**src/rtl/mruch_cell.sv**
```systemverilog
// ----------------------------------------------------------------------------
// mruch_cell - one slot of the history chain
// Holds one color word, compares it with the search key and, when told,
// takes the word of its upper neighbor.
// ----------------------------------------------------------------------------
`default_nettype none

module mruch_cell #(
   parameter int COLOR_BITS = 32,
   parameter int POS_BITS   = 8,
   parameter int INDEX      = 0
) (
   input  wire logic                  clock,
   input  wire logic                  shift_en,
   input  wire logic [POS_BITS-1:0]   shift_limit,
   input  wire logic [COLOR_BITS-1:0] key,
   input  wire logic [COLOR_BITS-1:0] prev_entry,
   output logic      [COLOR_BITS-1:0] entry,
   output logic                       match
);

   logic [COLOR_BITS-1:0] entry_ff;
   logic [COLOR_BITS-1:0] entry_in;
   logic                  load;

   // slots 0..limit move down one place
   assign load = shift_en && (POS_BITS'(INDEX) <= shift_limit);

   always_comb begin
      entry_in = entry_ff;
      if (load) begin
         entry_in = prev_entry;
      end
   end

   always_ff @(posedge clock) begin
      entry_ff <= entry_in;
   end

   assign entry = entry_ff;
   assign match = (entry_ff == key);

endmodule

`default_nettype wire

```
**config.mk**
```make
export PLATFORM = sky130hd
export DESIGN_NAME = mruch_cell
export DESIGN_NICKNAME = d
export VERILOG_FILES = /design/src/rtl/mruch_cell.sv
export SDC_FILE = /design/constraint.sdc
export NUM_CORES = 1
export LEC_CHECK = 0
export BUFFER_PORTS_ARGS = -buffer_cell sky130_fd_sc_hd__buf_2
export CORE_UTILIZATION = 35
export DETAILED_ROUTE_END_ITERATION = 16
export PLACE_DENSITY = 0.73
export SLEW_MARGIN = 20
export SYNTH_ARGS = -nofsm -noshare
export SYNTH_HDL_FRONTEND = slang
export SYNTH_SLANG_ARGS = --single-unit
export TNS_END_PERCENT = 100
```
**constraint.sdc**
```tcl
create_clock -name clock -period 1.79 [get_ports clock]
set_input_delay 0.537 -clock clock [delete_from_list [all_inputs] [get_ports clock]]
set_output_delay 0.537 -clock clock [all_outputs]
set_load 0.01 [all_outputs]
```
==> run summary, run 1 <==
The initial utilization of the core area, before any placement, comes to 37.70%. For this design the total switching power over the nets is 0.0003869 W. The via total after detailed routing is 1032, and the average cell area after synthesis is 17.43 µm². The internal power of the cells totals 0.001282 W. The flip-flop count of the largest register, all copies and words added is 32, and the clock sink count is 32. Registers are responsible for 55.9% of the overall power. The tools report the number of synthesis warnings as 0. The final net count is 257. Summed over all cells, the static leakage comes to 0.8965 nW.

The worst setup path is of the reg2out kind. For this run, the top clock speed supported by timing is 460.0 MHz. Number of failing setup endpoints in the final timing report: 1.

TritonCTS built the clock tree. After detailed placement, the design holds a cell count of 222. The tools report the area of the die as 0.003984 mm². The smallest setup slack after layout came out at -0.3841 ns. Net switching is 23.18% of the power. Traced cell by cell, the critical path runs through xor2_1 > nor4_2 > nand4_1 > nor2_1 > buf_2. After clock tree synthesis, the clock-pin slew on the worst setup and hold paths is 0.06 ns. I/O pin count: 107.

After the flow finishes, the layout carries non-filler instances totaling 229. Buffers inserted during clock tree synthesis total 5. In this run the worst setup path terminates at match. The first TritonRoute pass finished after 3 iterations. The residual antenna-violating net count after detailed routing is 0, and the required time of the worst setup path is 1.25 ns. The run gives 0.6579 as the global placement routability congestion. The clock network accounts for 28.8% of the total power. The first global-routing pass estimated 4.595 mm of wire. The tools report the initial antenna violation count as 0.

The all-layer global routing usage was 15.76%; the delay of the slowest critical-path stage was 0.40 ns. The worst-path cell with the longest stage delay is sky130_fd_sc_hd__edfxtp_1. For the post-detailed-route DRC marker count, the log shows 0. Combinational logic burns 15.3% of the power. Counting every net in the synthesized netlist gives 149.

The total standard cell area after synthesis was 0.001308 mm². For the final routed database, the setup TNS stands at -0.3841 ns. Entering global routing, the biggest net connects 17 pins. CTS built an H-tree with a depth of 2.

In the post-synthesis netlist, the biggest area contributors are sky130_fd_sc_hd__edfxtp_1 73%, sky130_fd_sc_hd__xor2_1 21%, sky130_fd_sc_hd__nor4_1 3.8%. The worst min-delay path category was in2reg. The relative max-transition margin is 79.76%. For the violation count after the first detailed-routing iteration, the log shows 25. VDD sags by at most 0.0006355 V. The total overflow left after global routing is 0. The wire-length estimate of the detail-placed layout is 2.349 mm. The final max-slew violation count came out at 0. The horizontal die dimension is 63.12 µm.

Buffers placed on the I/O ports in this run total 98. The floorplan die height is 63.12 µm. At the pin with the least slew margin, the transition time is 0.3008 ns.

The critical path starts at entry[4]$_DFFE_PP_. The tools report the element type at the critical path start as a flop. Setup repair after global routing could not meet its margin everywhere. The share of cells above drive strength 1 is 59.56%, and the final wirelength is 2.870 mm. The worst-path maximum fanout is 2, and the post-route fraction of the period consumed by the critical path is 121.5%. Synthesis handed over a netlist of 75 instances. The final count of hold timing violations is 0, and the number of global-route vias before repair is 1065.

Synthesized flop and latch total: 32. No sink is reached through more buffers than the 2 on the longest clock path. The number of unique standard cell types used by synthesis was 5; the growth of design area from synthesis to finish was 50.91%. The run finished, with violations left. Data on the critical path arrives at its endpoint at 1.64 ns. Top cell type by total area after synthesis: sky130_fd_sc_hd__edfxtp_1. The final reports fail on negative setup slack. After detailed routing, the average wire length per cell comes to 12.53 µm. The via count normalized by instance count is 4.507.

The top cell type's share of synthesized area came out at 73.49%. The tools report the number of diodes added for antenna fixing as 0. The floorplan has 21 rows.

STA classifies the critical path endpoint as an output pin. The run gives 0.003468 mm² as the floorplan core area. The clock root buffer was sky130_fd_sc_hd__clkbuf_8.

The max-capacitance violation count came out at 0. The smallest clock period supported by the final layout is computed as 2.174 ns. After clock tree synthesis, the setup repair step added 0 buffers. For this run, the register share of the synthesized area comes to 73.49%.

Dividing total power by cell area gives a power density of 846.0 mW/mm².
cell type report:
| type | instances | area, µm² |
|---|---|---|
| clock buffers | 5 | 68.82 |
| repair buffers | 101 | 513.0 |
| flip-flops and latches | 32 | 960.9 |
| clock inverters | 2 | 7.507 |
| multi-input cells | 43 | 365.4 |
| well taps | 46 | 57.56 |
| fillers | 287 | 1495 |
power by group through the flow:
| stage | clock [W] | combinational (W) | sequential (W) |
|---|---|---|---|
| 6_report | 0.000481 | 0.000255 | 0.000933 |
| 2_1_floorplan | 0 | 0.0000608 | 0.000975 |
| 5_1_grt | 0.000536 | 0.000280 | 0.000941 |
| 4_1_cts | 0.000503 | 0.000253 | 0.000933 |
| 3_5_place_dp | 0 | 0.000250 | 0.000948 |
| 3_3_place_gp | 0 | 0.000244 | 0.000945 |
timing repair:
action / in CTS / in global routing
gates resized for setup: 1 / 2
cloned: 0 / 0
endpoints found under the setup margin: 1 / 1
hold buffers: 0 / 0
pin swaps: 4 / 1
worst max-delay path: cells and delay by family, from the launching register on:
kind / cells / cell delay, ns
and+or+nand+nor: 3 / 0.64
xor gates and xnor gates: 1 / 0.17
DFF: 1 / 0.40
buffers and inverters: 1 / 0.15
synth_stat cells:
cell type and instances:
sky130_fd_sc_hd__edfxtp_1 32, sky130_fd_sc_hd__xor2_1 32, sky130_fd_sc_hd__nand4_1 2, sky130_fd_sc_hd__nor2_1 1, sky130_fd_sc_hd__nor4_1 8
cells in the final DEF, fill, tap and decap left out, drive strengths merged:
| cell type | Yosys | layout |
|---|---|---|
| buf | 0 | 101 |
| xor2 | 32 | 32 |
| edfxtp | 32 | 32 |
| nor4 | 8 | 8 |
| clkbuf | 0 | 5 |
| nand4 | 2 | 2 |
| clkinv | 0 | 2 |
| nor2 | 1 | 1 |
metrics by stage:
| step | setup WS (ns) | utilization, % | hold WS [ns] | power (W) | area (µm²) |
|---|---|---|---|---|---|
| 2_1_floorplan | 0.01616 | - | 0.6359 | 0.001036 | 1308 |
| 5_1_grt | -0.4906 | 56.89 | 0.4118 | 0.001757 | 1973 |
| 3_5_place_dp | -0.4250 | 54.15 | 0.7151 | 0.001198 | 1878 |
| 4_1_cts | -0.4229 | 56.53 | 0.4216 | 0.001690 | 1961 |
| 3_3_place_gp | -0.4332 | 54.15 | 0.7137 | 0.001189 | 1878 |
| 6_report | -0.3841 | 56.89 | 0.4336 | 0.001669 | 1973 |
worst min path at each step:
stage | from | slack [ns] | end | cells after the start
after detailed placement | prev_entry[3] | 0.72 | entry[3]$_DFFE_PP_ | 1
after global routing | prev_entry[3] | 0.41 | entry[3]$_DFFE_PP_ | 1
after CTS | prev_entry[3] | 0.42 | entry[3]$_DFFE_PP_ | 1
after global placement | prev_entry[18] | 0.71 | entry[18]$_DFFE_PP_ | 1
final | prev_entry[7] | 0.43 | entry[7]$_DFFE_PP_ | 1
after floorplan | prev_entry[0] | 0.64 | entry[0]$_DFFE_PP_ | 0
routing by layer:
metal  routed length (µm)  GRT usage (%)  share of wire [%]  up-vias
met3                  356          7.790                 12        2
met1                 1126          17.51                 39      456
met4                   23          7.849               0.80        0
met5                    0              0                  0        -
li1                     -              -                  -      493
met2                 1364          24.87                 48       81
logic make-up (layout without fill, tap and decap cells):
family	Yosys count	in the layout	share of synthesized area, %
buffers and inverters	0	108	0
AND/OR/NAND/NOR	11	11	5.071
XOR/XNOR	32	32	21.44
flip-flops	32	32	73.49
Power figures use the tool's default switching activity.
==> run 2: changes to the inputs <==
Settings changed: CTS_BUF_LIST from default to sky130_fd_sc_hd__clkbuf_16.
==> run 2 against run 1 <==
The flow still finishes with violations (negative setup slack). Global-route usage unchanged. Die area unchanged. Worst hold slack improved by 0.0088 ns. First-iteration DRC count increased by 52%. Clock-buffer cell count unchanged. Sequential share of layout area decreased by 1.4 points. Design area increased by 2.9%. Wire length decreased by 0.24%. Via count about the same. Sequential cell count unchanged. Critical path depth unchanged. Highest routed layer unchanged.
==> run summary, run 2 (synthesized netlist as in run 1, its figures left out) <==
The floorplan core area is 0.003468 mm². The wire-length estimate of the detail-placed layout is 2.349 mm. The total power per unit cell area was 953.0 mW/mm². The most common cell after layout, fill and taps aside was sky130_fd_sc_hd__buf_2. The first global-routing pass estimated 4.602 mm of wire. The I/O pin count came out at 107. Worst min-delay path category: in2reg. The final net count was 257. The count of nets left with antenna violations once routing finished came out at 0. The placement row count was 21; the leakage power was 0.9222 nW.

The depth of the critical timing path with buffers and inverters included works out to 5. The clock transition at the registers of the reported paths works out to 0.05 ns. The switching power as a share of total power is 21.27%. The critical path endpoint category is an output pin. The maximum level of the CTS H-tree came out at 2. Count of buffer and inverter cells on the critical path: 1. The internal power is 0.001523 W. Length of the first detailed-routing pass in iterations: 3. In this run the tightest slew margin relative to its limit is 79.80%. The run gives 38.4% as the part of the power in the clock network.

The cell depth of the worst hold path was 1. Entering global routing, the biggest net connects 17 pins. Global routing finished with a remaining overflow of 0.

The smallest setup slack after layout came out at -0.3680 ns. For this run, the top clock speed supported by timing is 463.4 MHz. The initial utilization of the core area, before any placement, comes to 37.70%. At the end of the flow the core is filled with cells to 58.51%. The signal on the critical path passes through xor2_1 > nor4_2 > nand4_1 > nor2_1 > buf_2. The tools report the final wirelength as 2.863 mm. The max-capacitance violation count was 0.

The number of failing setup endpoints in the final timing report is 1. The logs give 0 for the post-detailed-route DRC marker count and 2 for the clock tree buffer depth. The post-route fraction of the period consumed by the critical path is 120.6%. The maximum vdd ir drop is 0.0006946 V, and the count of buffers inserted at the top-level ports is 98. The number of setup buffers added after CTS is 0. For this block, the via count after detailed routing is 1033. Combinational logic is responsible for 13.2% of the overall power. The worst-path maximum fanout was 2. The tools report the switching power as 0.0004113 W.

The tools report the initial antenna violation count as 0. After the first detailed-routing iteration, the DRC count stood at 38. At the worst endpoint, the arrival time is 1.62 ns. The largest single stage delay on the critical path is 0.40 ns. The die is 63.12 µm tall.

Number of buffers inserted for hold repair after clock tree synthesis: 0. The number of clock buffers added by TritonCTS is 5. The final count of hold timing violations came out at 0. The checks that failed: negative setup slack.

In the layout the commonest cells are 98 x sky130_fd_sc_hd__buf_2, 32 x sky130_fd_sc_hd__xor2_1, 32 x sky130_fd_sc_hd__edfxtp_1. In this run, flip-flops and latches consume 48.3% of the power. The final max-slew violation count came out at 0. For the post-layout total power, the log shows 0.001934 W. The critical setup path kind was reg2out. The register with the most flip-flops in the layout has 32 of them.

Worst-case hold slack: 0.4424 ns. The run gives 1.25 ns as the required time of the worst setup path. Setup repair after global routing could not meet its margin everywhere. Across every metal layer, demand over resource in global routing totals 15.76%. The worst path in the final design needs a cycle of 2.158 ns, including I/O delays and setup. The tools report the clock root buffer as sky130_fd_sc_hd__clkbuf_16. The top cell family by delay on the critical path is simple AND/OR/NAND/NOR gates.

The average detailed-routed wire length per instance was 12.50 µm; the number of global-route vias before repair was 1068. At the pin with the least slew margin, the transition time is 0.3003 ns. The clock sink count was 32.

The flow ran to the end, but the final reports show violations. The worst-path cell with the longest stage delay is sky130_fd_sc_hd__edfxtp_1. Setup total negative slack on the finished layout was measured at -0.3680 ns. TritonCTS built the clock tree.

Relative to the synthesized area, the layout overhead comes to 55.22%. Cells with a size suffix above 1 make up 59.56% of the layout. The area of the die came out at 0.003984 mm². STA classifies the critical path startpoint as a flop. In this run the horizontal extent of the chip is 63.12 µm. Routability-driven placement finished with a final weighted congestion of 0.6579. Using the TritonRoute via totals, the vias-per-cell ratio works out to 4.511. For the number of diodes added for antenna fixing, the log shows 0.
run 2: cell counts in the layout (fill, tap and decap cells not counted):
No cell type changed its count.
run 2: through the flow:
stage               cell area [µm²]  instances  setup WS [ns]
floorplan                      1308         75        0.01616
global placement               1878        222        -0.4332
detailed placement             1878        222        -0.4250
CTS                            2017        229        -0.4074
global route                   2029        229        -0.4706
finish                         2029        229        -0.3680
run 2: area by class of cell:
class	instances	area (µm²)
Clock inverter	2	7.507
Multi-Input combinational cell	43	365.4
Sequential cell	32	960.9
Clock buffer	5	125.1
Fill cell	277	1439
Tap cell	46	57.56
Timing Repair Buffer	101	513.0
run 2: power groups by stage:
stage          registers [W]  logic (W)  clock network (W)
5_1_grt             0.000942   0.000280           0.000805
4_1_cts             0.000935   0.000253           0.000769
2_1_floorplan       0.000975  0.0000608                  0
6_report            0.000935   0.000256           0.000743
3_5_place_dp        0.000948   0.000250                  0
3_3_place_gp        0.000945   0.000244                  0
run 2: final timing paths:
check                from  slack, ns            endpoint
min         prev_entry[7]       0.44  entry[7]$_DFFE_PP_
max    entry[4]$_DFFE_PP_      -0.37               match
run 2: metal layers:
layer,track usage [%],vias to the layer above,wire length (µm)
met3,7.790,5,358
li1,-,494,-
met5,0,-,0
met1,17.63,453,1103
met4,6.977,0,51
met2,25.13,81,1350
run 2: repair_timing:
| action | in CTS | in global routing |
|---|---|---|
| endpoints found under the setup margin | 1 | 1 |
| resized for setup | 1 | 2 |
| endpoints found under the hold margin | 0 | 0 |
| pin swaps | 4 | 1 |
